$ cat config.mk
export PLATFORM = sky130hd
export DESIGN_NAME = ber_object_identifier_encoder
export DESIGN_NICKNAME = d
export VERILOG_FILES = /design/src/rtl/beroid_pkg.sv /design/src/rtl/beroid_front.sv /design/src/rtl/beroid_queue.sv /design/src/rtl/beroid_back.sv /design/src/rtl/ber_object_identifier_encoder.sv
export VERILOG_INCLUDE_DIRS = /design/src /design/src/rtl
export SDC_FILE = /design/constraint.sdc
export NUM_CORES = 1
export LEC_CHECK = 0
export ABC_AREA = 1
export BUFFER_PORTS_ARGS = -buffer_cell sky130_fd_sc_hd__buf_2
export CAP_MARGIN = 20
export CORE_ASPECT_RATIO = 1.5
export CORE_MARGIN = 4
export CORE_UTILIZATION = 50
export DETAILED_ROUTE_END_ITERATION = 10
export PLACE_DENSITY = 0.7
export SLEW_MARGIN = 20
export SYNTH_ARGS = -nofsm -noshare
export SYNTH_HDL_FRONTEND = slang
export SYNTH_HIERARCHICAL = 1
export SYNTH_SLANG_ARGS = --single-unit
$ cat constraint.sdc
create_clock -name clk -period 3.6 [get_ports clk]
set_input_delay 0.18 -clock clk [delete_from_list [all_inputs] [get_ports clk]]
set_output_delay 0.18 -clock clk [all_outputs]
set_load 0.05 [all_outputs]
$ cat src/rtl/assert_macros.svh
// Assertion macros for the RTL files that carry checks.
// Depends on a clock named clk and an active-low reset named rst_n in scope.
`ifndef ASSERT_MACROS_SVH
`define ASSERT_MACROS_SVH

// Same-cycle implication, disabled while reset is asserted
`define ASSERT_IMPLY(label, ante, cons) \
    label: assert property (@(posedge clk) disable iff (!rst_n) (ante) |-> (cons)) \
        else $error("assertion failed: same-cycle implication");

// Next-cycle implication, disabled while reset is asserted
`define ASSERT_NEXT(label, ante, cons) \
    label: assert property (@(posedge clk) disable iff (!rst_n) (ante) |=> (cons)) \
        else $error("assertion failed: next-cycle implication");

`endif

$ cat src/rtl/beroid_pkg.sv
// Shared types and constants for the BER object identifier encoder.
// No dependencies; imported by every module of the block.
package beroid_pkg;

    // Arc and encoding widths
    localparam int ARC_WIDTH      = 31;
    localparam int VAL_W          = ARC_WIDTH + 1;   // room for first*40+second
    localparam int GROUP_W        = 7;
    localparam int MAX_OCTETS     = 5;
    localparam int ENC_W          = GROUP_W * MAX_OCTETS;
    localparam int CNT_W          = $clog2(MAX_OCTETS + 1);
    localparam int FIRST_ARC_MAX  = 2;
    localparam int FIRST_ARC_MULT = 40;
    localparam int Q_DEPTH        = 2;

    // Status codes
    localparam logic [1:0] ST_OK        = 2'd0;
    localparam logic [1:0] ST_BAD_FIRST = 2'd1;
    localparam logic [1:0] ST_SHORT     = 2'd2;

    // Input word
    typedef struct packed {
        logic [ARC_WIDTH-1:0] arc;
        logic                 last_arc;
    } arc_word_t;

    // Output word
    typedef struct packed {
        logic [7:0] octet;
        logic       arc_done;
        logic       identifier_done;
        logic [1:0] status;
    } oct_word_t;

    // Job handed from the front end to the octet emitter
    typedef struct packed {
        logic [ENC_W-1:0] value;
        logic [CNT_W-1:0] count;     // octets to emit, 1 to MAX_OCTETS
        logic             last_arc;
        logic [1:0]       status;
    } enc_job_t;

    // Queue status seen by both sides
    typedef struct packed {
        logic full;
        logic head_valid;
    } q_stat_t;

endpackage

$ cat src/rtl/beroid_front.sv
// Front end: accepts arc words, tracks arc position, merges the first two arcs
// and sizes each arc in octets. Depends on beroid_pkg.
module beroid_front
    import beroid_pkg::*;
(
    input  logic      clk,
    input  logic      rst_n,
    input  logic      arc_valid,
    output logic      arc_stall,
    input  arc_word_t arc_word,
    input  q_stat_t   q_stat,
    output logic      push,
    output enc_job_t  job
);

    localparam logic [1:0] POS_FIRST   = 2'd0;
    localparam logic [1:0] POS_SECOND  = 2'd1;
    localparam logic [1:0] POS_LATER   = 2'd2;
    localparam logic [1:0] POS_DISCARD = 2'd3;

    logic [1:0]       pos_reg, pos_next;
    logic [1:0]       held_reg, held_next;
    logic             accept;
    logic [VAL_W-1:0] base;
    logic [VAL_W-1:0] merged;
    logic             over;
    logic [ENC_W-1:0] val_enc;
    logic [CNT_W-1:0] n_oct;
    logic             want_push;

    assign arc_stall = q_stat.full;
    assign accept    = arc_valid && !arc_stall;

    // Merge held first arc into the second arc
    assign base   = (pos_reg == POS_SECOND)
                  ? VAL_W'(held_reg) * VAL_W'(FIRST_ARC_MULT) : '0;
    assign merged = base + VAL_W'(arc_word.arc);

    // Clamp to what five octets hold
    assign over    = (VAL_W > ENC_W) && ((merged >> ENC_W) != '0);
    assign val_enc = over ? '1 : ENC_W'(merged);

    // Octet count from the highest non-zero 7-bit group
    always_comb
    begin
        n_oct = CNT_W'(1);
        for (int g = 1; g < MAX_OCTETS; g++)
        begin
            if ((val_enc >> (GROUP_W * g)) != '0)
            begin
                n_oct = CNT_W'(g + 1);
            end
        end
    end

    // Classify the word
    always_comb
    begin
        pos_next     = pos_reg;
        held_next    = held_reg;
        want_push    = 1'b0;
        job.value    = val_enc;
        job.count    = n_oct;
        job.last_arc = arc_word.last_arc;
        job.status   = ST_OK;
        case (pos_reg)
            POS_FIRST:
            begin
                if (arc_word.arc > ARC_WIDTH'(FIRST_ARC_MAX))
                begin
                    want_push    = 1'b1;
                    job.value    = '0;
                    job.count    = CNT_W'(1);
                    job.last_arc = 1'b1;
                    job.status   = ST_BAD_FIRST;
                    pos_next     = arc_word.last_arc ? POS_FIRST : POS_DISCARD;
                end
                else if (arc_word.last_arc)
                begin
                    held_next    = arc_word.arc[1:0];
                    want_push    = 1'b1;
                    job.value    = '0;
                    job.count    = CNT_W'(1);
                    job.last_arc = 1'b1;
                    job.status   = ST_SHORT;
                    pos_next     = POS_FIRST;
                end
                else
                begin
                    held_next = arc_word.arc[1:0];
                    pos_next  = POS_SECOND;
                end
            end
            POS_SECOND, POS_LATER:
            begin
                want_push = 1'b1;
                pos_next  = arc_word.last_arc ? POS_FIRST : POS_LATER;
            end
            default:
            begin
                pos_next = arc_word.last_arc ? POS_FIRST : POS_DISCARD;
            end
        endcase
    end

    assign push = accept && want_push;

    always_ff @(posedge clk or negedge rst_n)
    begin
        if (!rst_n)
        begin
            pos_reg  <= POS_FIRST;
            held_reg <= 2'd0;
        end
        else if (accept)
        begin
            pos_reg  <= pos_next;
            held_reg <= held_next;
        end
    end

endmodule

$ cat src/rtl/beroid_queue.sv
// Short job queue between the front end and the octet emitter.
// Register based FIFO; depends on beroid_pkg for the job type.
module beroid_queue
    import beroid_pkg::*;
#(
    parameter int DEPTH = Q_DEPTH
)
(
    input  logic     clk,
    input  logic     rst_n,
    input  logic     push,
    input  enc_job_t push_job,
    input  logic     pop,
    output enc_job_t head_job,
    output q_stat_t  q_stat
);

    localparam int PTR_W = (DEPTH > 1) ? $clog2(DEPTH) : 1;
    localparam int CW    = $clog2(DEPTH + 1);

    enc_job_t         slot_reg [DEPTH];
    logic [PTR_W-1:0] wr_reg, wr_next;
    logic [PTR_W-1:0] rd_reg, rd_next;
    logic [CW-1:0]    cnt_reg, cnt_next;

    assign q_stat.full       = (cnt_reg == CW'(DEPTH));
    assign q_stat.head_valid = (cnt_reg != '0);
    assign head_job          = slot_reg[rd_reg];

    // Pointer and count update
    always_comb
    begin
        wr_next  = wr_reg;
        rd_next  = rd_reg;
        cnt_next = cnt_reg;
        if (push)
        begin
            wr_next = (wr_reg == PTR_W'(DEPTH - 1)) ? '0 : wr_reg + PTR_W'(1);
        end
        if (pop)
        begin
            rd_next = (rd_reg == PTR_W'(DEPTH - 1)) ? '0 : rd_reg + PTR_W'(1);
        end
        if (push && !pop)
        begin
            cnt_next = cnt_reg + CW'(1);
        end
        else if (pop && !push)
        begin
            cnt_next = cnt_reg - CW'(1);
        end
    end

    always_ff @(posedge clk or negedge rst_n)
    begin
        if (!rst_n)
        begin
            wr_reg  <= '0;
            rd_reg  <= '0;
            cnt_reg <= '0;
        end
        else
        begin
            wr_reg  <= wr_next;
            rd_reg  <= rd_next;
            cnt_reg <= cnt_next;
        end
    end

    // Storage
    always_ff @(posedge clk)
    begin
        if (push)
        begin
            slot_reg[wr_reg] <= push_job;
        end
    end

endmodule

$ cat src/rtl/beroid_back.sv
// Octet emitter: walks the head job one base-128 group per cycle into the
// output register while that register is free or not stalled. Depends on beroid_pkg.
module beroid_back
    import beroid_pkg::*;
(
    input  logic      clk,
    input  logic      rst_n,
    input  enc_job_t  head_job,
    input  q_stat_t   q_stat,
    output logic      pop,
    output logic      oct_valid,
    input  logic      oct_stall,
    output oct_word_t oct_word
);

    logic [CNT_W-1:0]   step_reg, step_next;
    logic               out_valid_reg, out_valid_next;
    oct_word_t          out_word_reg, out_word_next;
    logic               can_load;
    logic               emit;
    logic               final_oct;
    logic [CNT_W-1:0]   grp_idx;
    logic [GROUP_W-1:0] grp;

    assign can_load  = !out_valid_reg || !oct_stall;
    assign emit      = q_stat.head_valid && can_load;
    assign final_oct = (step_reg == head_job.count - CNT_W'(1));
    assign grp_idx   = head_job.count - CNT_W'(1) - step_reg;
    assign pop       = emit && final_oct;

    // Group select, most significant first
    always_comb
    begin
        grp = '0;
        for (int g = 0; g < MAX_OCTETS; g++)
        begin
            if (grp_idx == CNT_W'(g))
            begin
                grp = head_job.value[GROUP_W*g +: GROUP_W];
            end
        end
    end

    // Next output word and step
    always_comb
    begin
        step_next                     = step_reg;
        out_valid_next                = out_valid_reg && oct_stall;
        out_word_next                 = out_word_reg;
        if (emit)
        begin
            out_valid_next                = 1'b1;
            out_word_next.octet           = {!final_oct, grp};
            out_word_next.arc_done        = final_oct;
            out_word_next.identifier_done = final_oct && head_job.last_arc;
            out_word_next.status          = head_job.status;
            step_next = final_oct ? '0 : step_reg + CNT_W'(1);
        end
    end

    always_ff @(posedge clk or negedge rst_n)
    begin
        if (!rst_n)
        begin
            step_reg      <= '0;
            out_valid_reg <= 1'b0;
        end
        else
        begin
            step_reg      <= step_next;
            out_valid_reg <= out_valid_next;
        end
    end

    always_ff @(posedge clk)
    begin
        out_word_reg <= out_word_next;
    end

    assign oct_valid = out_valid_reg;
    assign oct_word  = out_word_reg;

endmodule

$ cat src/rtl/ber_object_identifier_encoder.sv
// BER object identifier content encoder. One arc word in, base-128 content
// octets out, one octet per cycle while oct_stall is low. The front end
// takes an arc word every cycle while its two-entry job queue has room; the
// first arc is held and gives no octet, and arcs after a bad first arc are
// dropped without output. Each encoded arc then gives 1 to 5 octets and an
// error word a single octet. The emitter's single output register sets the
// sustained rate, so throughput is one octet per cycle when not stalled. An
// accepted arc word goes into the job queue, then its first octet through the
// emitter's output register. Depends on beroid_pkg and assert_macros.svh.
`include "assert_macros.svh"

module ber_object_identifier_encoder
    import beroid_pkg::*;
#(
    parameter int QUEUE_DEPTH = Q_DEPTH
)
(
    input  logic      clk,
    input  logic      rst_n,
    input  logic      arc_valid,
    output logic      arc_stall,
    input  arc_word_t arc_word,
    output logic      oct_valid,
    input  logic      oct_stall,
    output oct_word_t oct_word
);

    logic     push;
    logic     pop;
    enc_job_t push_job;
    enc_job_t head_job;
    q_stat_t  q_stat;

    beroid_front u_front
    (
        .clk       (clk),
        .rst_n     (rst_n),
        .arc_valid (arc_valid),
        .arc_stall (arc_stall),
        .arc_word  (arc_word),
        .q_stat    (q_stat),
        .push      (push),
        .job       (push_job)
    );

    beroid_queue #(.DEPTH(QUEUE_DEPTH)) u_queue
    (
        .clk      (clk),
        .rst_n    (rst_n),
        .push     (push),
        .push_job (push_job),
        .pop      (pop),
        .head_job (head_job),
        .q_stat   (q_stat)
    );

    beroid_back u_back
    (
        .clk       (clk),
        .rst_n     (rst_n),
        .head_job  (head_job),
        .q_stat    (q_stat),
        .pop       (pop),
        .oct_valid (oct_valid),
        .oct_stall (oct_stall),
        .oct_word  (oct_word)
    );

    // Error words are single zero octets that close the identifier
    `ASSERT_IMPLY(a_err_word, oct_valid && (oct_word.status != ST_OK), (oct_word.octet == 8'd0) && oct_word.arc_done && oct_word.identifier_done)
    // Identifier end only on an arc end
    `ASSERT_IMPLY(a_id_on_arc, oct_valid && oct_word.identifier_done, oct_word.arc_done)
    // Continuation flag matches the arc-end flag
    `ASSERT_IMPLY(a_cont_bit, oct_valid, oct_word.octet[7] == !oct_word.arc_done)
    // Octets of one arc follow without gaps
    `ASSERT_NEXT(a_no_gap, oct_valid && !oct_stall && !oct_word.arc_done, oct_valid)

endmodule
==> results of run 1 <==
cell usage in the layout, fill, tap and decap left out, types with 2 or more instances in the layout:
cell       synthesis  routed
a21oi_1           10      10
o21ai_2            2       2
nor3_1             8       8
nand2_2           11      11
nand2_4            5       5
mux2_2             2       2
nor2_2             6       6
clkbuf_16          0       9
clkbuf_1           4       2
inv_1             95      95
o21ai_0           10      10
nand2_1          118     118
xor2_1             6       6
nand3_2            7       7
nand4_1           32      32
dfrtp_1           12      11
ha_1              10      10
nor2_1            83      82
buf_2              1      49
nand3b_1           3       3
nor2_4             3       4
nor4_1             7       7
buf_4              5       5
mux2_4            39      39
nand3_1           61      61
o21ai_1            2       2
conb_1             1       3
edfxtp_1          94      94
inv_2              2       2
xnor2_1            2       2
layout make-up:
class	count	area, um2
Fill cell	1097	5460
Multi-Input combinational cell	441	2710
Clock buffer	11	233
Sequential cell	106	3120
Inverter	97	364
Tap cell	156	195
Clock inverter	5	55.1
Timing Repair Buffer	56	313
metal layers:
layer  part of all wire, %  up-vias  wire, um  GRT usage [%]
met5                     0        -         0              0
met4                   4.2        0       581           9.10
met3                   3.0       31       410           2.44
met2                    55      115      7590           36.1
met1                    38     2121      5300           22.3
li1                      -     2311         -              -
per-stage QoR:
stage	cells	setup slack [ns]	hold slack [ns]	area [um2]
detailed placement	854	0.688	0.0837	6670
CTS	871	0.713	0.0375	6970
global placement	854	0.745	0.0759	6670
floorplan	662	0.663	-0.116	6370
global route	872	0.314	0.0552	6990
finish	872	0.681	0.0456	6990
worst max-delay path, delay by kind of cell, from the launching register on:
family	cells	cell delay, ns
buf+inv	4	0.34
simple gates	14	1.29
flops	1	0.38
fa+ha+maj	3	0.64
how the worst min path moves through the flow:
stage	startpoint	to	slack, ns	depth (start not counted)
after CTS	oct_stall	u_back/oct_valid	0.04	3
after detailed placement	rst_n	u_front/held_reg[1]	0.08	1
after global routing	oct_stall	u_back/oct_valid	0.06	3
after global placement	rst_n	u_front/held_reg[1]	0.08	1
final	oct_stall	u_back/oct_valid	0.05	3
after floorplan	rst_n	u_back/oct_valid	-0.12	0
cell families after synthesis:
family | share of synthesized area (%)
adder cells (fa/ha/maj) | 2.28
AND/OR/NAND/NOR | 27.0
XOR/XNOR | 1.10
AO/OA/AOI/OAI | 2.26
buffers and inverters | 8.63
other | 0.0589
multiplexers | 9.56
flip-flops | 49.1
power breakdown:
part / switching, W / leakage [nW] / internal [W]
clock network: 0.000403 / 0.137 / 0.000537
logic: 0.00180 / 1.96 / 0.000961
registers: 0.000138 / 1.03 / 0.00196
total: 0.00234 / 3.12 / 0.00346
==> impl_metrics.csv, run 1 <==
group,metric,value,unit
synthesis,synth.distinct_cells,43,
worst_setup_path,crit_start,"u_front/pos_reg[1]",
synthesis,ys.flop_type,"edfxtp_1",
worst_setup_path,r2r-start,"u_front/pos_reg[1]",
synthesis,synth.largest_area_cell,"edfxtp_1",
synthesis,synth_area,6360,um2
synthesis,postSynthAreaPerCell,9.64,um2
worst_setup_path,crit_top_cell,"nand2_1",
cts,cts_tree,"done",
drt,ant_nets,0,
worst_setup_path,r2r-end,"u_queue/slot_reg[0][3]",
floorplanning,rows,50,
worst_setup_path,cpPeakStageDelay,0.38,ns
cts,clk_pin_slew,0.07,ns
cts,cts_hold_buf,1,
floorplanning,io_pins,50,
power,powerDensity,829,nW/um2
sta,fin_crit_sh,81.1,%
drt,wl,13900,um
run_status,status,"finished, final reports clean",
drt,wl_per_cell,15.9,um
floorplanning,start_util,51.1,%
grt,grt_pass1_vias,4658,
floorplanning,core,12400,um2
sta,relSlewSlack,53.0,%
synthesis,yosys_warnings,6,
sta,hold_violations,0,
power,power,0.00580,W
flow_run,cap_violations,0,
synthesis,synth_top_cell_area_share,44.4,%
worst_hold_path,min_path_type,"input pin to flip-flop",
cts,cts_inserted_buffers,9,
sta,fmax,343,MHz
sta,worst_pin_slew,0.706,ns
synthesis,seq_area_frac_synth,49.1,%
synthesis,ys_ff_latch,106,
sta,rsz0062_at_grt,"false",
sta,setup_viol,0,
worst_setup_path,crit_path_end,"u_queue/slot_reg[0][3]",
grt,grt_pass1_wl,22700,um
drt,drcViolationCount,0,
worst_setup_path,r2r_slack,0.68,ns
floorplanning,dieArea,14600,um2
worst_setup_path,slowest_stage,"dfrtp_1",
drt,drt_pass1_iterations,5,
cts,clkSinkCount,106,
sta,min_period,2.92,ns
place,port_buffers,49,
drt,vias,4578,
grt,track_usage,19.7,%
grt,grt.overflow.total,0,
power,vdd_drop_max,0.293,mV
power,p_leak,3.12,nW
synthesis,async_flop_share,11.3,%
floorplanning,die_x,100,um
cts,cts_htree_levels,3,
synthesis,synth_edf_count,94,
sta,maxSlewViolCount,0,
worst_setup_path,crit_type,"flip-flop to flip-flop",
cells_and_area,area_growth,9.85,%
cts,clkLatencyLatePin,0.34,ns
grt,grt_max_degree,42,
floorplanning,chipHeight,146,um
cells_and_area,fin_nets,758,
cells_and_area,largest_register_ffs,82,
worst_setup_path,crit_path_start_kind,"flip-flop",
sta,finClkSkew,0.00687,ns
place,hpwl,10900,um
cells_and_area,drive_gt1_share,21.2,%
drt,viasPerCell,5.25,
worst_setup_path,ff2ff_path_depth,21,
synthesis,yosysMostFrequentCell,"nand2_1",
worst_setup_path,crit_required,3.67,ns
worst_setup_path,cp-end-kind,"flip-flop",
cells_and_area,antennaDiodeCount,0,
worst_setup_path,critical_path_arrival,2.99,ns
synthesis,synth_commonest_cells,"nand2_1, inv_1, edfxtp_1, nor2_1, nand3_1",
worst_setup_path,cp_max_fo,5,
cts,cts_resized,0,
grt,antenna_found_initial,0,
cts,postCtsSetupBuffers,0,
place,globalplace.congestion,0.945,
synthesis,synth_area_leaders,"edfxtp_1, mux2_4, nand2_1",
cells_and_area,final_util,56.2,%
drt,drtIter0Drc,263,
cts,cts_buffer_depth,2,
sta,setup_tns,0,ns
cts,root_buffer,"clkbuf_16",
synthesis,synth_cells,660,
worst_setup_path,crit_chain,"inv_1 > ha_1 > nand2_1 > inv_1 > ha_1 > ha_1 > inv_1 > nand2_1 > nand3_1 > nand2_2 > nand3_2 > inv_1 > nand4_1 > nand2_1 > nor2_1 > nand2_1 > nor2_1 > nand2_1 > nand2_1 > nand2_1 > nand2_1",
No activity file was read; power rests on OpenSTA's default activity.
==> inputs of run 2 (changes only) <==
--- a/config.mk
+++ b/config.mk
@@ -6,7 +6,7 @@
 export SDC_FILE = /design/constraint.sdc
 export NUM_CORES = 1
 export LEC_CHECK = 0
-export ABC_AREA = 1
+export ABC_AREA = 0
 export BUFFER_PORTS_ARGS = -buffer_cell sky130_fd_sc_hd__buf_2
 export CAP_MARGIN = 20
 export CORE_ASPECT_RATIO = 1.5
==> constraint.sdc (replaced) <==
create_clock -name clk -period 2.5 [get_ports clk]
set_input_delay 0.125 -clock clk [delete_from_list [all_inputs] [get_ports clk]]
set_output_delay 0.125 -clock clk [all_outputs]
set_load 0.05 [all_outputs]
==> impl_metrics.csv, run 2 <==
group,metric,value,unit
sta,min_period,3.15,ns
worst_setup_path,cp_max_fo,7,
cells_and_area,fin_nets,661,
cells_and_area,final_cell_mix,"edfxtp_1, buf_4, buf_2",
synthesis,synth_area,6030,um2
synthesis,async_flop_share,11.3,%
sta,maxSlewViolCount,0,
cts,cts_tree,"done",
synthesis,synth_commonest_cells,"edfxtp_1, nor2_1, mux2_4, nand2_1, inv_1",
synthesis,postSynthAreaPerCell,12.9,um2
drt,vias,4178,
cts,clkLatencyLatePin,0.35,ns
cells_and_area,antennaDiodeCount,0,
sta,fmax,318,MHz
synthesis,synth_cells,469,
drt,viasPerCell,5.43,
cts,cts_buffer_depth,2,
floorplanning,dieArea,13900,um2
floorplanning,core,11700,um2
cells_and_area,layoutNonFillerInstCount,769,
cts,root_buffer,"clkbuf_16",
drt,drt_pass1_iterations,4,
flow_run,cap_violations,0,
cts,cts_inserted_buffers,9,
place,place_inst,725,
grt,track_usage,20.2,%
floorplanning,rows,48,
cts,clkSinkCount,106,
sta,fin_crit_sh,126,%
grt,grt.overflow.total,0,
worst_setup_path,crit_path_start_kind,"flip-flop",
cts,cts_htree_levels,3,
worst_setup_path,crit_required,2.56,ns
sta,worst_pin_slew,0.604,ns
synthesis,ys.flop_type,"edfxtp_1",
grt,grt_pass1_wl,21900,um
drt,ant_nets,0,
cells_and_area,drive_gt1_share,53.0,%
synthesis,ys_ff_latch,106,
sta,hold_violations,0,
cells_and_area,area_growth,33.5,%
sta,finClkSkew,0.00932,ns
cells_and_area,largest_register_ffs,82,
power,p_seq_share,33.2,%
synthesis,synth_top_cell_area_share,46.8,%
floorplanning,die_x,97.7,um
worst_setup_path,critical_path_arrival,3.21,ns
power,vdd_drop_max,0.524,mV
grt,antenna_found_initial,0,
power,powerDensity,1120,nW/um2
place,globalplace.congestion,0.880,
synthesis,synth_edf_count,94,
cells_and_area,final_common_cell,"edfxtp_1",
worst_hold_path,min_path_type,"input pin to flip-flop",
grt,grt_pass1_vias,4305,
run_status,violations,"negative setup slack",
synthesis,synth.largest_area_cell,"edfxtp_1",
power,combPwrFrac,52.1,%
grt,grt_max_degree,42,
power,p_switching,0.00334,W
run_status,status,"finished with violations",
cells_and_area,fin_area,8060,um2
drt,wl,14100,um
synthesis,synth.distinct_cells,68,
drt,drtIter0Drc,174,
worst_setup_path,crit_type,"flip-flop to flip-flop",
synthesis,seq_area_frac_synth,51.8,%
sta,setup_viol,55,
power,p_int,0.00572,W
drt,wl_per_cell,18.4,um
synthesis,yosys_warnings,6,
floorplanning,start_util,51.8,%
sta,final.setup.worst_slack,-0.647,ns
synthesis,yosysMostFrequentCell,"edfxtp_1",
place,placedInstanceArea,7120,um2
power,pwr-share-clk,14.7,%
sta,relSlewSlack,59.7,%
synthesis,synth_area_leaders,"edfxtp_1, mux2_4, dfrtp_1",
power,switching_share,36.9,%
worst_setup_path,r2r_slack,-0.65,ns
place,dp_slack,-0.680,ns
sta,setup_tns,-11.41,ns
power,p_leak,3.18,nW
place,hpwl,10400,um
floorplanning,io_pins,50,
sta,rsz0062_at_grt,"true",
drt,drcViolationCount,0,
cts,clk_pin_slew,0.07,ns
place,port_buffers,49,
floorplanning,chipHeight,143,um
worst_setup_path,cp-end-kind,"flip-flop",
-- run 2: cell count changes in the layout (fill, tap and decap cells not counted), moves of 8 or more --
cell     before  now
mux2i_1       0    9
buf_4         5   85
nor2_1       82   28
buf_6         0   17
nand4_1      32    7
inv_2         2   11
xor2_1        6   14
nand2_1     118   21
inv_1        95   15
nand3_1      61    8
-- run 2: layer usage --
layer	vias up	GRT usage, %	part of all wire, %
met5	-	0	0
met4	0	6.13	2.3
met3	21	2.80	3.2
met2	96	39.6	56
met1	2043	22.4	38
li1	2018	-	-
-- run 2: area by class of cell --
| cell class | count | area (um2) |
|---|---|---|
| clock buffers | 10 | 229 |
| clock inverters | 6 | 48.8 |
| fillers | 845 | 3590 |
| inverters | 26 | 97.6 |
| multi-input cells | 314 | 3190 |
| flip-flops and latches | 106 | 3120 |
| well taps | 150 | 188 |
| repair buffers | 157 | 1180 |
-- run 2: worst max-delay path, cell delays in order, from the launching register on --
cell       delay [ns]
dfrtp_1          0.39
inv_2            0.09
ha_4             0.15
and2_4           0.15
ha_4             0.15
ha_4             0.20
a21oi_4          0.07
o31ai_4          0.36
buf_4            0.20
o2111ai_4        0.13
or4b_4           0.52
o31ai_2          0.08
o221a_4          0.25
a31oi_1          0.12
-- run 2: power groups by stage --
stage                     Sequential (W)  Combinational (W)  Clock [W]
after floorplan                  0.00338            0.00306          0
after global placement           0.00303            0.00429          0
after detailed placement         0.00306            0.00443          0
after CTS                        0.00301            0.00459    0.00136
after global routing             0.00307            0.00509    0.00143
final                            0.00301            0.00472    0.00133
-- run 2: worst paths after layout --
kind / start / end / cells after the start
max: u_front/pos_reg[1] / u_queue/slot_reg[1][5] / 13
min: arc_word[0] / u_front/pos_reg[0] / 2
max reg2reg: u_front/pos_reg[1] / u_queue/slot_reg[1][5] / 13
min reg2reg: u_queue/cnt_reg[1] / u_queue/cnt_reg[1] / 1
max in group asynchronous: rst_n / u_queue/rd_reg / 2
min in group asynchronous: rst_n / u_front/pos_reg[0] / 2
-- run 2: repair_timing --
item,in CTS,in global routing
hold endpoints to repair,13,0
resized for setup,49,49
hold buffers,2,0
pin swaps,29,29
setup endpoints to repair,55,85
buffers inserted,10,20
gates cloned,0,0
-- run 2: kinds of logic after synthesis --
kind of cell	after synthesis	share of synthesized area, %
flops	106	51.8
xor+xnor	35	5.66
buf+inv	51	5.00
compound gates	59	7.92
mux	60	14.7
simple gates	145	12.3
other cells	1	0.0621
fa+ha+maj	12	2.57
-- run 2: metrics by stage --
step	util [%]	total power, W	hold WS [ns]
global placement	60.9	0.00731	0.0244
finish	69.1	0.00906	0.0238
floorplan	-	0.00644	-0.171
global route	69.1	0.00958	0.0394
CTS	66.0	0.00896	0.0130
detailed placement	61.1	0.00749	0.0369
==> inputs of run 3 (changes only) <==
--- a/config.mk
+++ b/config.mk
@@ -13,7 +13,8 @@
 export CORE_MARGIN = 4
 export CORE_UTILIZATION = 50
 export DETAILED_ROUTE_END_ITERATION = 10
-export PLACE_DENSITY = 0.7
+export PLACE_DENSITY = 0.76
+export REMOVE_ABC_BUFFERS = 1
 export SLEW_MARGIN = 20
 export SYNTH_ARGS = -nofsm -noshare
 export SYNTH_HDL_FRONTEND = slang
==> constraint.sdc (replaced) <==
create_clock -name clk -period 2.5 [get_ports clk]
set_input_delay 0.125 -clock clk [delete_from_list [all_inputs] [get_ports clk]]
set_output_delay 0.125 -clock clk [all_outputs]
set_load 0.02 [all_outputs]
==> impl_metrics.csv, run 3 (synthesized netlist as in run 2, its figures left out) <==
group,metric,value,unit
grt,grt.overflow.total,0,
cells_and_area,antennaDiodeCount,0,
worst_setup_path,crit_family,"compound AO/OA/AOI/OAI gates",
worst_setup_path,r2r-start,"u_front/pos_reg[0]",
floorplanning,io_pins,50,
worst_setup_path,slowest_stage,"dfrtp_1",
drt,vias,4259,
grt,antenna_found_initial,0,
power,vdd_drop_max,0.769,mV
floorplanning,start_util,51.8,%
drt,ant_nets,0,
sta,worst_pin_slew,0.722,ns
sta,setup_tns,-6.92,ns
floorplanning,rows,48,
sta,fmax,325,MHz
drt,drcViolationCount,0,
power,power,0.00887,W
cells_and_area,largest_register_ffs,82,
power,powerDensity,1140,nW/um2
floorplanning,die_x,97.7,um
drt,drt_pass1_iterations,6,
worst_setup_path,crit_chain,"ha_4 > and2_4 > ha_4 > ha_4 > o2111ai_4 > o31ai_4 > or3_4 > a2111oi_4 > o221ai_1 > nand2b_1 > a211o_1",
cts,cts_buffer_depth,2,
worst_setup_path,crit_start,"u_front/pos_reg[0]",
worst_setup_path,crit_required,2.59,ns
worst_setup_path,cpPeakStageDelay,0.42,ns
cells_and_area,drive_gt1_share,45.2,%
worst_setup_path,crit_type,"flip-flop to flip-flop",
cts,cts_inserted_buffers,9,
sta,hold_violations,0,
cts,cts_htree_levels,3,
drt,wl_per_cell,19.1,um
sta,relSlewSlack,51.9,%
cts,clkSinkCount,106,
drt,viasPerCell,5.60,
cts,cts_tree,"done",
grt,grt_pass1_vias,4365,
place,globalplace.congestion,0.981,
cells_and_area,fin_area,7760,um2
worst_setup_path,cp-end-kind,"flip-flop",
power,p_leak,3.05,nW
cts,root_buffer,"clkbuf_16",
drt,drtIter0Drc,287,
grt,grt_max_degree,42,
cells_and_area,final_common_cell,"edfxtp_1",
sta,finClkSkew,0.0101,ns
drt,wl,14500,um
sta,fin_crit_sh,123,%
run_status,violations,"negative setup slack",
cts,clk_pin_slew,0.07,ns
floorplanning,chipHeight,143,um
worst_setup_path,crit_top_cell,"ha_4",
place,placedInstanceArea,6940,um2
grt,grt_pass1_wl,22400,um
run_status,status,"finished with violations",
place,port_buffers,49,
worst_setup_path,critical_path_arrival,3.16,ns
grt,track_usage,20.7,%
sta,whs,0.143,ns
cells_and_area,fin_nets,652,
flow_run,cap_violations,0,
sta,final.setup.worst_slack,-0.573,ns
floorplanning,core,11700,um2
worst_hold_path,hold_start,"arc_word[1]",
sta,rsz0062_at_grt,"true",
worst_hold_path,min_path_type,"input pin to flip-flop",
cells_and_area,area_growth,28.6,%
worst_setup_path,cp_max_fo,6,
cts,clkLatencyLatePin,0.34,ns
sta,maxSlewViolCount,0,
cells_and_area,final_cell_mix,"edfxtp_1, buf_4, buf_2",
floorplanning,dieArea,13900,um2
sta,min_period,3.07,ns
sta,setup_viol,47,
worst_setup_path,crit_path_start_kind,"flip-flop",
place,hpwl,10300,um
worst_setup_path,critPathBufInv,0,
-- run 3: timing repair --
| action | 4_1_cts | 5_1_grt |
|---|---|---|
| pin swaps | 20 | 26 |
| endpoints found under the hold margin | 14 | 0 |
| cloned | 3 | 0 |
| hold buffers | 3 | 0 |
| setup endpoints to repair | 103 | 114 |
| buffers inserted | 3 | 7 |
| gates resized for setup | 35 | 40 |
-- run 3: metal layers --
layer,part of all wire [%],GRT usage [%],vias to the layer above
li1,-,-,2011
met2,53,37.5,136
met3,4.0,2.60,29
met4,3.8,10.3,0
met5,0,0,-
met1,39,24.2,2083
-- run 3: path summary, 6_finish.rpt --
kind,end,slack (ns),cells after the start
setup / recovery,u_queue/slot_reg[0][3],-0.57,11
hold / removal,u_front/held_reg[0],0.14,3
setup reg to reg,u_queue/slot_reg[0][3],-0.57,11
hold reg to reg,u_queue/cnt_reg[1],0.51,1
max in group asynchronous,u_queue/rd_reg,2.06,2
min in group asynchronous,u_queue/wr_reg,0.20,2
-- run 3: through the flow --
| step | instances | utilization, % | setup WS, ns |
|---|---|---|---|
| 3_5_place_dp | 728 | 59.6 | -0.866 |
| 5_1_grt | 760 | 66.6 | -0.690 |
| 6_report | 760 | 66.6 | -0.573 |
| 4_1_cts | 753 | 64.3 | -0.591 |
| 3_3_place_gp | 728 | 59.6 | -0.782 |
| 2_1_floorplan | 446 | - | -2.30 |
-- run 3: report_power, final --
part / switching [W] / internal, W / total (W) / leakage [nW]
registers: 0.000225 / 0.00282 / 0.00304 / 1.03
clock network: 0.000657 / 0.000796 / 0.00145 / 0.146
logic: 0.00224 / 0.00213 / 0.00438 / 1.88
total: 0.00312 / 0.00575 / 0.00887 / 3.05
-- run 3: layout make-up --
type | count | area (um2)
Sequential cell | 106 | 3120
Fill cell | 840 | 3890
Timing Repair Buffer | 145 | 1030
Clock inverter | 7 | 85.1
Clock buffer | 9 | 225
Tap cell | 150 | 188
Multi-Input combinational cell | 317 | 3010
Inverter | 26 | 100
-- run 3: worst reg2reg max path, cell delays in order (launching register included) --
cell	delay, ns
dfrtp_1	0.42
ha_4	0.19
and2_4	0.15
ha_4	0.16
ha_4	0.19
o2111ai_4	0.21
o31ai_4	0.13
or3_4	0.41
a2111oi_4	0.29
o221ai_1	0.19
nand2b_1	0.17
a211o_1	0.31
